===== src/hdl/csl_pkg.sv =====
// Shared constants, token record type and keyword lookup for the lexer.
package csl_pkg;

  localparam int MAX_TEXT_CHARS = 63;
  localparam int SOURCE_BYTES   = 8192;
  localparam int POS_W          = $clog2(SOURCE_BYTES);

  localparam logic [3:0] M_IDLE    = 4'd0;
  localparam logic [3:0] M_COMMENT = 4'd1;
  localparam logic [3:0] M_SLASH   = 4'd2;
  localparam logic [3:0] M_STRING  = 4'd3;
  localparam logic [3:0] M_STRFULL = 4'd4;
  localparam logic [3:0] M_IDENT   = 4'd5;
  localparam logic [3:0] M_INT     = 4'd6;
  localparam logic [3:0] M_FRAC    = 4'd7;
  localparam logic [3:0] M_OP      = 4'd8;

  localparam logic [5:0] K_TRUE  = 6'd3;
  localparam logic [5:0] K_ID    = 6'd8;
  localparam logic [5:0] K_NUM   = 6'd10;
  localparam logic [5:0] K_DNUM  = 6'd11;
  localparam logic [5:0] K_STR   = 6'd12;
  localparam logic [5:0] K_LPAR  = 6'd13;
  localparam logic [5:0] K_RPAR  = 6'd14;
  localparam logic [5:0] K_LBRC  = 6'd15;
  localparam logic [5:0] K_RBRC  = 6'd16;
  localparam logic [5:0] K_SEMI  = 6'd17;
  localparam logic [5:0] K_MUL   = 6'd21;
  localparam logic [5:0] K_DIV   = 6'd22;
  localparam logic [5:0] K_COMMA = 6'd33;
  localparam logic [5:0] K_EOF   = 6'd34;
  localparam logic [5:0] K_ERR   = 6'd35;

  typedef struct packed {
    logic [5:0]        kind;
    logic signed [31:0] value;
    logic [POS_W-1:0]  start;
    logic [POS_W-1:0]  length;
    logic [15:0]       line;
    logic              last;
  } tok_t;

  localparam logic [47:0] KW_WORD [15] = '{
    "int", "double", "bool", "true", "false", "void", "string", "main",
    "input", "if", "else", "while", "for", "return", "exit"};
  localparam logic [2:0] KW_LEN [15] = '{
    3'd3, 3'd6, 3'd4, 3'd4, 3'd5, 3'd4, 3'd6, 3'd4,
    3'd5, 3'd2, 3'd4, 3'd5, 3'd3, 3'd6, 3'd4};
  localparam logic [5:0] KW_KIND [15] = '{
    6'd0, 6'd1, 6'd2, 6'd3, 6'd4, 6'd5, 6'd6, 6'd7,
    6'd9, 6'd36, 6'd37, 6'd38, 6'd39, 6'd40, 6'd41};

  // Kind of an identifier: keyword kind on an exact match, else K_ID.
  function automatic logic [5:0] kw_kind(input logic [47:0] window, input logic [5:0] count);
    logic [5:0] k;
    k = K_ID;
    for (int i = 14; i >= 0; i--) begin
      if (count == {3'd0, KW_LEN[i]} && window == KW_WORD[i]) k = KW_KIND[i];
    end
    return k;
  endfunction

endpackage


===== src/hdl/csl_if.sv =====
// Valid/ready channel interfaces for source bytes and tokens.
interface csl_in_if;
  logic       valid;
  logic       ready;
  logic [7:0] char_byte;
  modport source (output valid, output char_byte, input ready);
  modport sink (input valid, input char_byte, output ready);
endinterface

interface csl_out_if;
  logic              valid;
  logic              ready;
  logic [5:0]        token_kind;
  logic signed [31:0] token_value;
  logic [12:0]       token_start;
  logic [12:0]       token_length;
  logic [15:0]       line_number;
  logic              last_of_run;
  modport source (output valid, output token_kind, output token_value, output token_start,
                  output token_length, output line_number, output last_of_run, input ready);
  modport sink (input valid, input token_kind, input token_value, input token_start,
                input token_length, input line_number, input last_of_run, output ready);
endinterface


===== src/hdl/c_subset_lexer.sv =====
// Streaming lexer for a small C-like language: one source byte in, up to two tokens out.
// Each accepted byte is lexed by the combinational state update below, and the
// tokens it produces (zero, one or two) are written into a four-entry result queue
// that feeds the output channel one transaction per cycle while the sink is ready.
// A byte is accepted in any cycle in which the queue has room for two tokens, so a
// byte per cycle is sustained as long as the sink takes tokens; the byte stream only
// slows down when tokens pile up faster than the sink drains them. A zero byte flushes
// the pending token, emits an end token and returns the lexer to its reset state.
// Token offsets are byte offsets in the source, saturating at the last position, and
// line numbers count whitespace newlines including the one that closes a line comment.
module c_subset_lexer (
  input  logic clk,
  input  logic rst,
  csl_in_if.sink    in_ch,
  csl_out_if.source out_ch
);
  import csl_pkg::*;

  logic [3:0]        mode, mode_next;
  logic [15:0]       line_cnt, line_next;
  logic [POS_W-1:0]  pos, pos_next;
  logic [POS_W-1:0]  start_pos, start_next;
  logic [5:0]        text_cnt, text_next;
  logic [47:0]       kw_win, kw_next;
  logic [31:0]       int_acc, int_next;
  logic [19:0]       frac_acc, frac_next;
  logic [2:0]        frac_dig, frac_dig_next;
  logic              esc, esc_next;

  tok_t              tok0, tok1;
  logic              put0, put1;

  tok_t              q_mem [4];
  logic [1:0]        q_rd, q_wr;
  logic [2:0]        q_cnt;

  logic              acc;
  logic [7:0]        c;

  assign acc = in_ch.valid && in_ch.ready;
  assign c = in_ch.char_byte;
  assign in_ch.ready = (q_cnt <= 3'd2);

  function automatic logic [POS_W-1:0] tok_len(input logic [POS_W:0] fin,
                                               input logic [POS_W-1:0] st);
    logic [POS_W:0] d;
    d = (fin >= {1'b0, st}) ? fin - {1'b0, st} : '0;
    return d[POS_W] ? '1 : d[POS_W-1:0];
  endfunction

  function automatic tok_t mk(input logic [5:0] kind, input logic [31:0] val,
                              input logic [POS_W:0] fin, input logic [POS_W-1:0] st,
                              input logic [15:0] ln);
    tok_t t;
    t.kind = kind;
    t.value = val;
    t.start = st;
    t.length = tok_len(fin, st);
    t.line = ln;
    t.last = 1'b0;
    return t;
  endfunction

  function automatic logic is_alpha(input logic [7:0] b);
    return (b >= "a" && b <= "z") || (b >= "A" && b <= "Z") || b == "_";
  endfunction

  function automatic logic is_digit(input logic [7:0] b);
    return b >= "0" && b <= "9";
  endfunction

  function automatic logic [31:0] dec_value(input logic [31:0] ia, input logic [19:0] fa,
                                            input logic [2:0] fd);
    logic [31:0] sc;
    case (fd)
      3'd0: sc = 32'd1000000;
      3'd1: sc = 32'd100000;
      3'd2: sc = 32'd10000;
      3'd3: sc = 32'd1000;
      3'd4: sc = 32'd100;
      3'd5: sc = 32'd10;
      default: sc = 32'd1;
    endcase
    return ia * 32'd1000000 + {12'd0, fa} * sc;
  endfunction

  function automatic logic [5:0] op_single(input logic [2:0] k);
    case (k)
      3'd2: return 6'd18;
      3'd4: return 6'd25;
      3'd5: return 6'd26;
      3'd6: return 6'd19;
      3'd7: return 6'd20;
      default: return K_ERR;
    endcase
  endfunction

  function automatic logic [5:0] op_pair(input logic [2:0] k);
    case (k)
      3'd0: return 6'd29;
      3'd1: return 6'd30;
      3'd2: return 6'd23;
      3'd3: return 6'd24;
      3'd4: return 6'd27;
      3'd5: return 6'd28;
      3'd6: return 6'd31;
      default: return 6'd32;
    endcase
  endfunction

  function automatic logic [7:0] op_second(input logic [2:0] k);
    case (k)
      3'd0: return "&";
      3'd1: return "|";
      3'd6: return "+";
      3'd7: return "-";
      default: return "=";
    endcase
  endfunction

  // Main lexing step: a zero byte flushes and resets; else a mode-specific part that may
  // close the pending token, then the shared token-start logic if the byte opens one.
  always_comb begin
    logic          do_begin;
    logic [POS_W:0] pos1;
    logic [5:0]    tc;
    logic [5:0]    ik;
    mode_next = mode;
    line_next = line_cnt;
    pos_next = pos;
    start_next = start_pos;
    text_next = text_cnt;
    kw_next = kw_win;
    int_next = int_acc;
    frac_next = frac_acc;
    frac_dig_next = frac_dig;
    esc_next = esc;
    put0 = 1'b0;
    put1 = 1'b0;
    tok0 = '0;
    tok1 = '0;
    do_begin = 1'b0;
    pos1 = {1'b0, pos} + 1'b1;
    tc = text_cnt + 6'd1;
    ik = kw_kind(kw_win, text_cnt);

    if (c == 8'd0) begin
      // End of text: flush, then the end token at the current offset.
      put0 = 1'b1;
      case (mode)
        M_SLASH: tok0 = mk(K_DIV, '0, {1'b0, pos}, start_pos, line_cnt);
        M_STRING, M_STRFULL: tok0 = mk(K_STR, '0, {1'b0, pos}, start_pos, line_cnt);
        M_IDENT: tok0 = mk(ik, {31'd0, ik == K_TRUE}, {1'b0, pos}, start_pos, line_cnt);
        M_INT: tok0 = mk(K_NUM, int_acc, {1'b0, pos}, start_pos, line_cnt);
        M_FRAC: tok0 = mk(K_DNUM, dec_value(int_acc, frac_acc, frac_dig), {1'b0, pos},
                          start_pos, line_cnt);
        default: begin
          if (mode >= M_OP) tok0 = mk(op_single(mode[2:0]), '0, {1'b0, pos}, start_pos,
                                      line_cnt);
          else put0 = 1'b0;
        end
      endcase
      if (put0) begin
        put1 = 1'b1;
        tok1 = mk(K_EOF, '0, {1'b0, pos}, pos, line_cnt);
      end else begin
        put0 = 1'b1;
        tok0 = mk(K_EOF, '0, {1'b0, pos}, pos, line_cnt);
      end
      mode_next = M_IDLE;
      line_next = 16'd1;
      pos_next = '0;
      start_next = '0;
      text_next = '0;
      kw_next = '0;
      int_next = '0;
      frac_next = '0;
      frac_dig_next = '0;
      esc_next = 1'b0;
    end else begin
      case (mode)
        M_IDLE: do_begin = 1'b1;
        M_COMMENT: begin
          if (c == "\n") begin
            mode_next = M_IDLE;
            do_begin = 1'b1;
          end
        end
        M_SLASH: begin
          if (c == "/") mode_next = M_COMMENT;
          else begin
            put0 = 1'b1;
            tok0 = mk(K_DIV, '0, {1'b0, pos}, start_pos, line_cnt);
            do_begin = 1'b1;
          end
        end
        M_STRING: begin
          logic as_char;
          logic as_full;
          as_char = 1'b0;
          as_full = 1'b0;
          if (esc) begin
            esc_next = 1'b0;
            text_next = tc;
            if (c == "n") begin
              if (tc >= 6'(MAX_TEXT_CHARS)) mode_next = M_STRFULL;
            end else if (tc >= 6'(MAX_TEXT_CHARS)) begin
              as_full = 1'b1;
            end else begin
              as_char = 1'b1;
            end
          end else begin
            as_char = 1'b1;
          end
          if (as_char) begin
            if (c == "\"") begin
              put0 = 1'b1;
              tok0 = mk(K_STR, '0, pos1, start_pos, line_cnt);
              mode_next = M_IDLE;
            end else if (c == "\\") begin
              esc_next = 1'b1;
            end else begin
              text_next = (esc ? tc : text_cnt) + 6'd1;
              if ((esc ? tc : text_cnt) + 6'd1 >= 6'(MAX_TEXT_CHARS)) mode_next = M_STRFULL;
            end
          end
          if (as_full) begin
            put0 = 1'b1;
            if (c == "\"") begin
              tok0 = mk(K_STR, '0, pos1, start_pos, line_cnt);
              mode_next = M_IDLE;
            end else begin
              tok0 = mk(K_STR, '0, {1'b0, pos}, start_pos, line_cnt);
              mode_next = M_IDLE;
              do_begin = 1'b1;
            end
          end
        end
        M_STRFULL: begin
          put0 = 1'b1;
          mode_next = M_IDLE;
          if (c == "\"") tok0 = mk(K_STR, '0, pos1, start_pos, line_cnt);
          else begin
            tok0 = mk(K_STR, '0, {1'b0, pos}, start_pos, line_cnt);
            do_begin = 1'b1;
          end
        end
        M_IDENT: begin
          if (is_alpha(c) || is_digit(c)) begin
            logic [47:0] w;
            logic [5:0]  k2;
            text_next = tc;
            w = kw_win;
            if (tc <= 6'd6) w = {kw_win[39:0], c};
            kw_next = w;
            k2 = kw_kind(w, tc);
            if (tc >= 6'(MAX_TEXT_CHARS)) begin
              put0 = 1'b1;
              tok0 = mk(k2, {31'd0, k2 == K_TRUE}, pos1, start_pos, line_cnt);
              mode_next = M_IDLE;
            end
          end else begin
            put0 = 1'b1;
            tok0 = mk(ik, {31'd0, ik == K_TRUE}, {1'b0, pos}, start_pos, line_cnt);
            mode_next = M_IDLE;
            do_begin = 1'b1;
          end
        end
        M_INT: begin
          if (is_digit(c)) int_next = int_acc * 32'd10 + {28'd0, c[3:0]};
          else if (c == ".") mode_next = M_FRAC;
          else begin
            put0 = 1'b1;
            tok0 = mk(K_NUM, int_acc, {1'b0, pos}, start_pos, line_cnt);
            mode_next = M_IDLE;
            do_begin = 1'b1;
          end
        end
        M_FRAC: begin
          if (is_digit(c)) begin
            if (frac_dig < 3'd6) begin
              frac_next = frac_acc * 20'd10 + {16'd0, c[3:0]};
              frac_dig_next = frac_dig + 3'd1;
            end
          end else begin
            put0 = 1'b1;
            tok0 = mk(K_DNUM, dec_value(int_acc, frac_acc, frac_dig), {1'b0, pos},
                      start_pos, line_cnt);
            mode_next = M_IDLE;
            do_begin = 1'b1;
          end
        end
        default: begin
          put0 = 1'b1;
          mode_next = M_IDLE;
          if (c == op_second(mode[2:0])) begin
            tok0 = mk(op_pair(mode[2:0]), '0, pos1, start_pos, line_cnt);
          end else begin
            tok0 = mk(op_single(mode[2:0]), '0, {1'b0, pos}, start_pos, line_cnt);
            do_begin = 1'b1;
          end
        end
      endcase

      if (do_begin) begin
        tok_t       tb;
        logic       pb;
        logic [5:0] sk;
        pb = 1'b0;
        sk = K_ERR;
        start_next = pos;
        if (c == " " || c == "\r" || c == "\t" || c == "\n") begin
          if (c == "\n" && line_cnt != 16'hFFFF) line_next = line_cnt + 16'd1;
        end else if (c == "/") begin
          mode_next = M_SLASH;
        end else if (c == "\"") begin
          mode_next = M_STRING;
          text_next = '0;
          esc_next = 1'b0;
        end else if (is_digit(c)) begin
          mode_next = M_INT;
          int_next = {28'd0, c[3:0]};
          frac_next = '0;
          frac_dig_next = '0;
        end else if (is_alpha(c)) begin
          mode_next = M_IDENT;
          text_next = 6'd1;
          kw_next = {40'd0, c};
        end else begin
          case (c)
            "&": mode_next = M_OP + 4'd0;
            "|": mode_next = M_OP + 4'd1;
            "=": mode_next = M_OP + 4'd2;
            "!": mode_next = M_OP + 4'd3;
            "<": mode_next = M_OP + 4'd4;
            ">": mode_next = M_OP + 4'd5;
            "+": mode_next = M_OP + 4'd6;
            "-": mode_next = M_OP + 4'd7;
            default: begin
              pb = 1'b1;
              mode_next = M_IDLE;
              case (c)
                "(": sk = K_LPAR;
                ")": sk = K_RPAR;
                "{": sk = K_LBRC;
                "}": sk = K_RBRC;
                ";": sk = K_SEMI;
                ",": sk = K_COMMA;
                "*": sk = K_MUL;
                default: sk = K_ERR;
              endcase
            end
          endcase
        end
        tb = mk(sk, '0, pos1, pos, line_cnt);
        if (pb) begin
          if (put0) begin
            put1 = 1'b1;
            tok1 = tb;
          end else begin
            put0 = 1'b1;
            tok0 = tb;
          end
        end
      end

      if (pos != '1) pos_next = pos + 1'b1;
    end

    if (put1) tok1.last = 1'b1;
    else if (put0) tok0.last = 1'b1;
  end

  always_ff @(posedge clk) begin
    if (rst) begin
      mode <= M_IDLE;
      line_cnt <= 16'd1;
      pos <= '0;
      start_pos <= '0;
      text_cnt <= '0;
      kw_win <= '0;
      int_acc <= '0;
      frac_acc <= '0;
      frac_dig <= '0;
      esc <= 1'b0;
    end else if (acc) begin
      mode <= mode_next;
      line_cnt <= line_next;
      pos <= pos_next;
      start_pos <= start_next;
      text_cnt <= text_next;
      kw_win <= kw_next;
      int_acc <= int_next;
      frac_acc <= frac_next;
      frac_dig <= frac_dig_next;
      esc <= esc_next;
    end
  end

  // Result queue: up to two writes and one read per cycle.
  logic out_take;
  logic [2:0] n_wr;
  assign out_take = out_ch.valid && out_ch.ready;
  assign n_wr = acc ? ({2'd0, put0} + {2'd0, put1}) : 3'd0;

  always_ff @(posedge clk) begin
    if (acc && put0) q_mem[q_wr] <= tok0;
    if (acc && put1) q_mem[q_wr + 2'd1] <= tok1;
  end

  always_ff @(posedge clk) begin
    if (rst) begin
      q_rd <= '0;
      q_wr <= '0;
      q_cnt <= '0;
    end else begin
      q_wr <= q_wr + n_wr[1:0];
      if (out_take) q_rd <= q_rd + 2'd1;
      q_cnt <= q_cnt + n_wr - {2'd0, out_take};
    end
  end

  assign out_ch.valid = (q_cnt != 3'd0);
  assign out_ch.token_kind = q_mem[q_rd].kind;
  assign out_ch.token_value = q_mem[q_rd].value;
  assign out_ch.token_start = q_mem[q_rd].start;
  assign out_ch.token_length = q_mem[q_rd].length;
  assign out_ch.line_number = q_mem[q_rd].line;
  assign out_ch.last_of_run = q_mem[q_rd].last;

  // The queue never holds more than its four entries.
  a_q_bound: assert property (@(posedge clk) disable iff (rst) q_cnt <= 3'd4)
    else $error("result queue overflow");

  // An end-of-text byte always leaves at least one token waiting.
  a_eof_out: assert property (@(posedge clk) disable iff (rst)
    (acc && in_ch.char_byte == 8'd0) |=> out_ch.valid)
    else $error("end of text produced no token");

  // The end-of-text byte returns the lexer to idle at the first line.
  a_eof_reset: assert property (@(posedge clk) disable iff (rst)
    (acc && in_ch.char_byte == 8'd0) |=> (mode == M_IDLE && line_cnt == 16'd1 && pos == '0))
    else $error("lexer not reset after end of text");

endmodule

===== src/flat_wrapper.sv =====
// flat-port wrapper written by rule: the top's interface ports become plain ports
module c_subset_lexer_flat import csl_pkg::*;
  (clk, rst, in_ch_valid, in_ch_char_byte, in_ch_ready, out_ch_valid, out_ch_token_kind, out_ch_token_value, out_ch_token_start, out_ch_token_length, out_ch_line_number, out_ch_last_of_run, out_ch_ready);
  csl_in_if in_ch_i ();
  csl_out_if out_ch_i ();
  input  logic clk;
  input  logic rst;
  input wire logic [$bits(in_ch_i.valid)-1:0] in_ch_valid;
  input wire logic [$bits(in_ch_i.char_byte)-1:0] in_ch_char_byte;
  output wire logic [$bits(in_ch_i.ready)-1:0] in_ch_ready;
  output wire logic [$bits(out_ch_i.valid)-1:0] out_ch_valid;
  output wire logic [$bits(out_ch_i.token_kind)-1:0] out_ch_token_kind;
  output wire logic [$bits(out_ch_i.token_value)-1:0] out_ch_token_value;
  output wire logic [$bits(out_ch_i.token_start)-1:0] out_ch_token_start;
  output wire logic [$bits(out_ch_i.token_length)-1:0] out_ch_token_length;
  output wire logic [$bits(out_ch_i.line_number)-1:0] out_ch_line_number;
  output wire logic [$bits(out_ch_i.last_of_run)-1:0] out_ch_last_of_run;
  input wire logic [$bits(out_ch_i.ready)-1:0] out_ch_ready;
  assign in_ch_i.valid = in_ch_valid;
  assign in_ch_i.char_byte = in_ch_char_byte;
  assign in_ch_ready = in_ch_i.ready;
  assign out_ch_valid = out_ch_i.valid;
  assign out_ch_token_kind = out_ch_i.token_kind;
  assign out_ch_token_value = out_ch_i.token_value;
  assign out_ch_token_start = out_ch_i.token_start;
  assign out_ch_token_length = out_ch_i.token_length;
  assign out_ch_line_number = out_ch_i.line_number;
  assign out_ch_last_of_run = out_ch_i.last_of_run;
  assign out_ch_i.ready = out_ch_ready;
  c_subset_lexer u_core (.clk(clk), .rst(rst), .in_ch(in_ch_i), .out_ch(out_ch_i));
endmodule

===== config.mk =====
export PLATFORM = sky130hd
export DESIGN_NAME = c_subset_lexer_flat
export DESIGN_NICKNAME = d
export VERILOG_FILES = /design/src/hdl/csl_pkg.sv /design/src/hdl/csl_if.sv /design/src/hdl/c_subset_lexer.sv /design/src/flat_wrapper.sv
export SDC_FILE = /design/constraint.sdc
export NUM_CORES = 2
export LEC_CHECK = 0
export ABC_AREA = 1
export CORE_UTILIZATION = 45
export CTS_BUF_LIST = sky130_fd_sc_hd__clkbuf_16
export DETAILED_ROUTE_END_ITERATION = 6
export DONT_BUFFER_PORTS = 1
export SLEW_MARGIN = 20
export SYNTH_ARGS = -nofsm -noshare
export SYNTH_HDL_FRONTEND = slang
export SYNTH_SLANG_ARGS = --single-unit

===== constraint.sdc =====
create_clock -name clk -period 15.2 [get_ports clk]
set_input_delay 0.76 -clock clk [delete_from_list [all_inputs] [get_ports clk]]
set_output_delay 0.76 -clock clk [all_outputs]
set_load 0.05 [all_outputs]

; ---- Word-level counts from Yosys, hierarchy flattened
; Memories as Yosys holds them, arrays and structs flattened. A register that Yosys moved wholly into a read port is not among the register bits.
; Cells that the tools add are included.
[totals]
regBits = 163
out_inout_bits = 83
memories = 1
in_bits = 12
mem_bits_rw = 324
elab_cells = 437
[mem_list]
columns = name, words, word_bits, rd, rd_clocked_by_memory_dff, write_ports, line
row1 = u_core.q_mem, 4, 81, 1, 1, 2, c_subset_lexer.sv:33  ; tok_t q_mem [4];
[classes]
reduce_logical = 61
n_mul = 5
magnitude_cmp = 16
mux = 232
addsub = 20
eq_ne = 89
[op_table]
columns = cell, n
row1 = $mux W81, 17
row2 = $mux W48, 13
row3 = $eq A48 B31 Y1 const B, 12
row4 = $pmux W81 S7, 1
row5 = $mux W32, 13
row6 = $pmux W81 S5, 1
row7 = $mux W6, 51
row8 = $eq A48 B39 Y1 const B, 6
row9 = $eq A48 B47 Y1 const B, 6
row10 = $mux W79, 3
row11 = $eq A48 B23 Y1 const B, 4
row12 = $mux W20, 9
row13 = $eq A8 B6 Y1 const B, 16
row14 = $pmux W20 S6, 1
row15 = $mux W13, 8
row16 = $eq A48 B15 Y1 const B, 2
row17 = $mux W4, 21
row18 = $pmux W6 S7, 2
row19 = $mux W80, 1
row20 = $add A32 B32 Y32, 2
row21 = $mul A20 B32 Y32, 2
row22 = $mux W16, 4
row23 = $mux W1, 60
row24 = $eq A8 B7 Y1 const B, 7
row25 = other kinds (64), 161

; ---- Depth between registers and ports, before layout
[logic_depth]
ltp_word = 38
depth_mapped = 42
depth_no_buf = 42

; ---- Least setup slack after synthesis
; Ideal clock, no wire load.
[synth_path]
path_type = register -> register
start = reg u_core.int_acc[1]
end = mem u_core.q_mem[0][70] (netlist bit)
slack_ps = 6446
arrival_ps = 8645
path_buffers = 0
path_stages_with_launch = 36
required_ps = 15091
period_less_slack_ps = 8754
setup_ps = 109
cell_sequence = dfxtp_1 fa_1 fa_1 fa_1 fa_1 ha_1 inv_1 fa_1 inv_1 ha_1 a21oi_1 a21boi_0 xor2_1 ha_1 inv_1 fa_1 fa_1 fa_1 inv_1 fa_1 inv_1 fa_1 inv_1 ha_1 a21oi_1 o21ai_0 a21oi_1 nand3_1 a21o_1 or2_2 nand3_1 o21ai_0 nand3_1 nand2_1 nand2_1 inv_1
[synth_lines]
columns = item, line
row1 = start: declaration, c_subset_lexer.sv:25  ; logic [31:0] int_acc, int_next;
row2 = start signal: assignment, c_subset_lexer.sv:393  ; int_acc <= int_next;
row3 = end: declaration, c_subset_lexer.sv:33

==> metrics.txt <==
multi-input logic area=32800 um^2; Avg Cell Area, Syn=6.91 um^2; Initial Util=45.5%; fillers=11500; Synth area leader=nand2_1; Seq/Total Area, Yosys=23.3%; Crit path top cell by count=fa_1; post-cts resize count=0; Synth Cell Area=50400 um^2; CTS H-tree depth=2; Worst Setup End Kind=register; Core Area=111000 um^2; CP peak stage delay=0.68 ns; Sequential Power Share=32.1%; unrepaired setup endpoints after global routing=no; Mapped Nets=8003; Routed Antenna Nets=0; global-route wire length before repair=278000 um; Power Dens Cells=87.3 nW/um^2; ys async rst share=0%; Switching Fraction=43.7%; switching pwr=2.05 mW; top-count cell post-synth=nand2_1; largest net degree at the start of global routing=139; Placer Congestion=1.02; maximum VDD drop=0.103 mV; DP HPWL=141000 um; CTS buffer count=61; fin area=53700 um^2; Area after DPL=51700 um^2; fin crit share=64.3%; max_cap viols=0; setup violators final=0; grt ovf=0; aggregate routed wire length=186000 um; die height=337 um; Hold Crit Class=in -> reg; NumNets Final=7876; per-cell routed wire length=21.3 um; critical path arrival=10.39 ns; Min Clock Period, post-route=9.77 ns; Yosys reg bits=489; top cell type's share of synthesized area=14.6%; num rows=122; setup_tns=0 ns; worst path required time=15.82 ns; top post-synthesis cells by count=nand2_1, inv_1, nor2_1; Post-Syn Instances=7296; DR iter-0 viols=4788; I/O Buffers=0; synthesis warning total=0; sequential standard cell area=11800 um^2; clk_skew=0.0268 ns; largest cells by area after synthesis=nand2_1, fa_1, edfxtp_1, dfxtp_1, inv_1; startpoint class of the critical path=register; hold-fix buffer count after cts=0; slowest CP cell=dfxtp_1; Crit Path Category=reg -> reg; crit path max fanout=11; DRC=0; vias in the first global route=45100; DIE AREA=113000 um^2; die width=337 um; fin worst setup slack=5.43 ns; Combinational Power Share=37.3%; num ports=95; Pwr Total=4.68 mW; LEAKAGE=25.7 nW; CTS sink count=489; clock network fraction of total power=30.6%; endpoints failing hold=0; Internal=2.64 mW; Post-synth EDFFs=196; Pre-Repair DR Iteration Count=6; Max-slew headroom=13.1%; initial antenna violation count=1; Max Root-Sink Buffers=3; gr usage total=32.3%; pre-CTS setup slack=5.51 ns; diodes inserted=0; fin util=48.4%; Syn-to-layout area delta=6.41%; Vias/cell=5.53; Worst-Margin Slew=1.29 ns; Top FF cell, synth=dfxtp_1; Cell variety after synth=67; clock slew at reported path FFs=0.07 ns; clock root cell=clkbuf_16; TritonCTS clock tree=built; Max Freq=102 MHz; via count=48100; post-CTS setup buffers=0; status=complete, no violations; layout cell share with drive strength beyond 1=4.86%; Pins Over Slew Limit=0; clock latency on the worst-skew pair=0.69 ns
==> power groups by stage <==
stage               combinational, mW  sequential (mW)  clock, mW
floorplan                        1.24             1.50          0
global placement                 1.70             1.53          0
detailed placement               1.72             1.53          0
CTS                              1.72             1.50       1.45
global route                     1.86             1.51       1.50
finish                           1.75             1.50       1.43
==> stage by stage <==
stage	hold slack, ns	std cells
3_3_place_gp	0.439	8594
2_1_floorplan	0.421	7296
4_1_cts	0.126	8705
3_5_place_dp	0.444	8594
6_report	0.167	8705
5_1_grt	0.149	8705
==> state kept, by name (all words and copies together), names as in the netlist, named ones only <==
| signal | flops |
|---|---|
| u_core.line_cnt | 16 |
| u_core.q_cnt | 3 |
| u_core.q_mem | 324 |
| u_core.pos | 13 |
| u_core.kw_win | 48 |
| u_core.mode | 4 |
| u_core.text_cnt | 6 |
| u_core.esc | 1 |
| u_core.q_wr | 2 |
| u_core.frac_dig | 3 |
| u_core.frac_acc | 20 |
| u_core.int_acc | 32 |
| u_core.q_rd | 2 |
| u_core.start_pos | 13 |
==> per-layer routing <==
layer | share of wire (%) | GRT usage [%] | vias up
met2 | 43 | 49.2 | 2008
met1 | 44 | 45.2 | 22900
met5 | 0.0070 | 0 | -
met3 | 9.3 | 6.71 | 305
li1 | - | - | 22900
met4 | 3.4 | 10.7 | 2
==> final cells by class <==
cell class	count	share of cell area, %
clock buffer	62	2.89
clock inverter	49	0.748
inverter	1216	8.57
multi-input combinational	5308	61.1
sequential	489	21.9
tap	1488	3.47
timing repair buffer	93	1.31
==> cell families after synthesis <==
| kind of cell | Yosys count | synth area share, % |
|---|---|---|
| xor+xnor | 141 | 2.46 |
| buf+inv | 1499 | 11.8 |
| flops | 489 | 23.3 |
| compound gates | 1048 | 11.5 |
| fa+ha+maj | 695 | 22.5 |
| simple gates | 3424 | 28.4 |
==> worst max-delay path: cells and delay by family (launching register included) <==
kind / cells / cell delay (ns)
AOI/OAI and AO/OA: 3 / 0.80
xor gates and xnor gates: 1 / 0.13
and+or+nand+nor: 12 / 1.51
adders and majority gates: 14 / 6.15
DFF: 1 / 0.68
buffers and inverters: 8 / 0.42
==> placed cells by master, fill, tap and decap left out, drive strengths merged, types with 4 or more instances in the layout <==
| cell | Yosys | final |
|---|---|---|
| o311ai | 5 | 5 |
| o21bai | 11 | 11 |
| fa | 355 | 355 |
| or2 | 33 | 33 |
| clkinv | 15 | 42 |
| o22ai | 106 | 106 |
| xor2 | 87 | 87 |
| edfxtp | 196 | 196 |
| clkinvlp | 0 | 4 |
| nand3b | 24 | 24 |
| clkbuf | 186 | 62 |
| a21oi | 340 | 340 |
| xnor2 | 54 | 54 |
| o21ai | 447 | 447 |
| nand2 | 1982 | 1982 |
| o211ai | 45 | 45 |
| o31ai | 7 | 7 |
| nor3 | 75 | 75 |
| nor2 | 802 | 802 |
| a21boi | 5 | 5 |
| dfxtp | 293 | 293 |
| a211oi | 35 | 35 |
| nand3 | 391 | 391 |
| o2111ai | 4 | 4 |
| buf | 97 | 93 |
| nand4 | 91 | 91 |
| ha | 340 | 340 |
| a31oi | 11 | 11 |
| inv | 1201 | 1216 |
| nor4 | 22 | 22 |
| a21o | 8 | 8 |
| a22oi | 8 | 8 |
==> worst paths after layout <==
kind	slack [ns]	cells after the start	to	startpoint
setup / recovery	5.43	38	u_core.q_mem[3][72]	u_core.int_acc[1]
hold / removal	0.17	1	u_core.q_cnt[2]	rst
setup reg to reg	5.43	38	u_core.q_mem[3][72]	u_core.int_acc[1]
hold reg to reg	0.45	1	register	u_core.q_rd[0]
No activity file was read; power rests on OpenSTA's default activity.
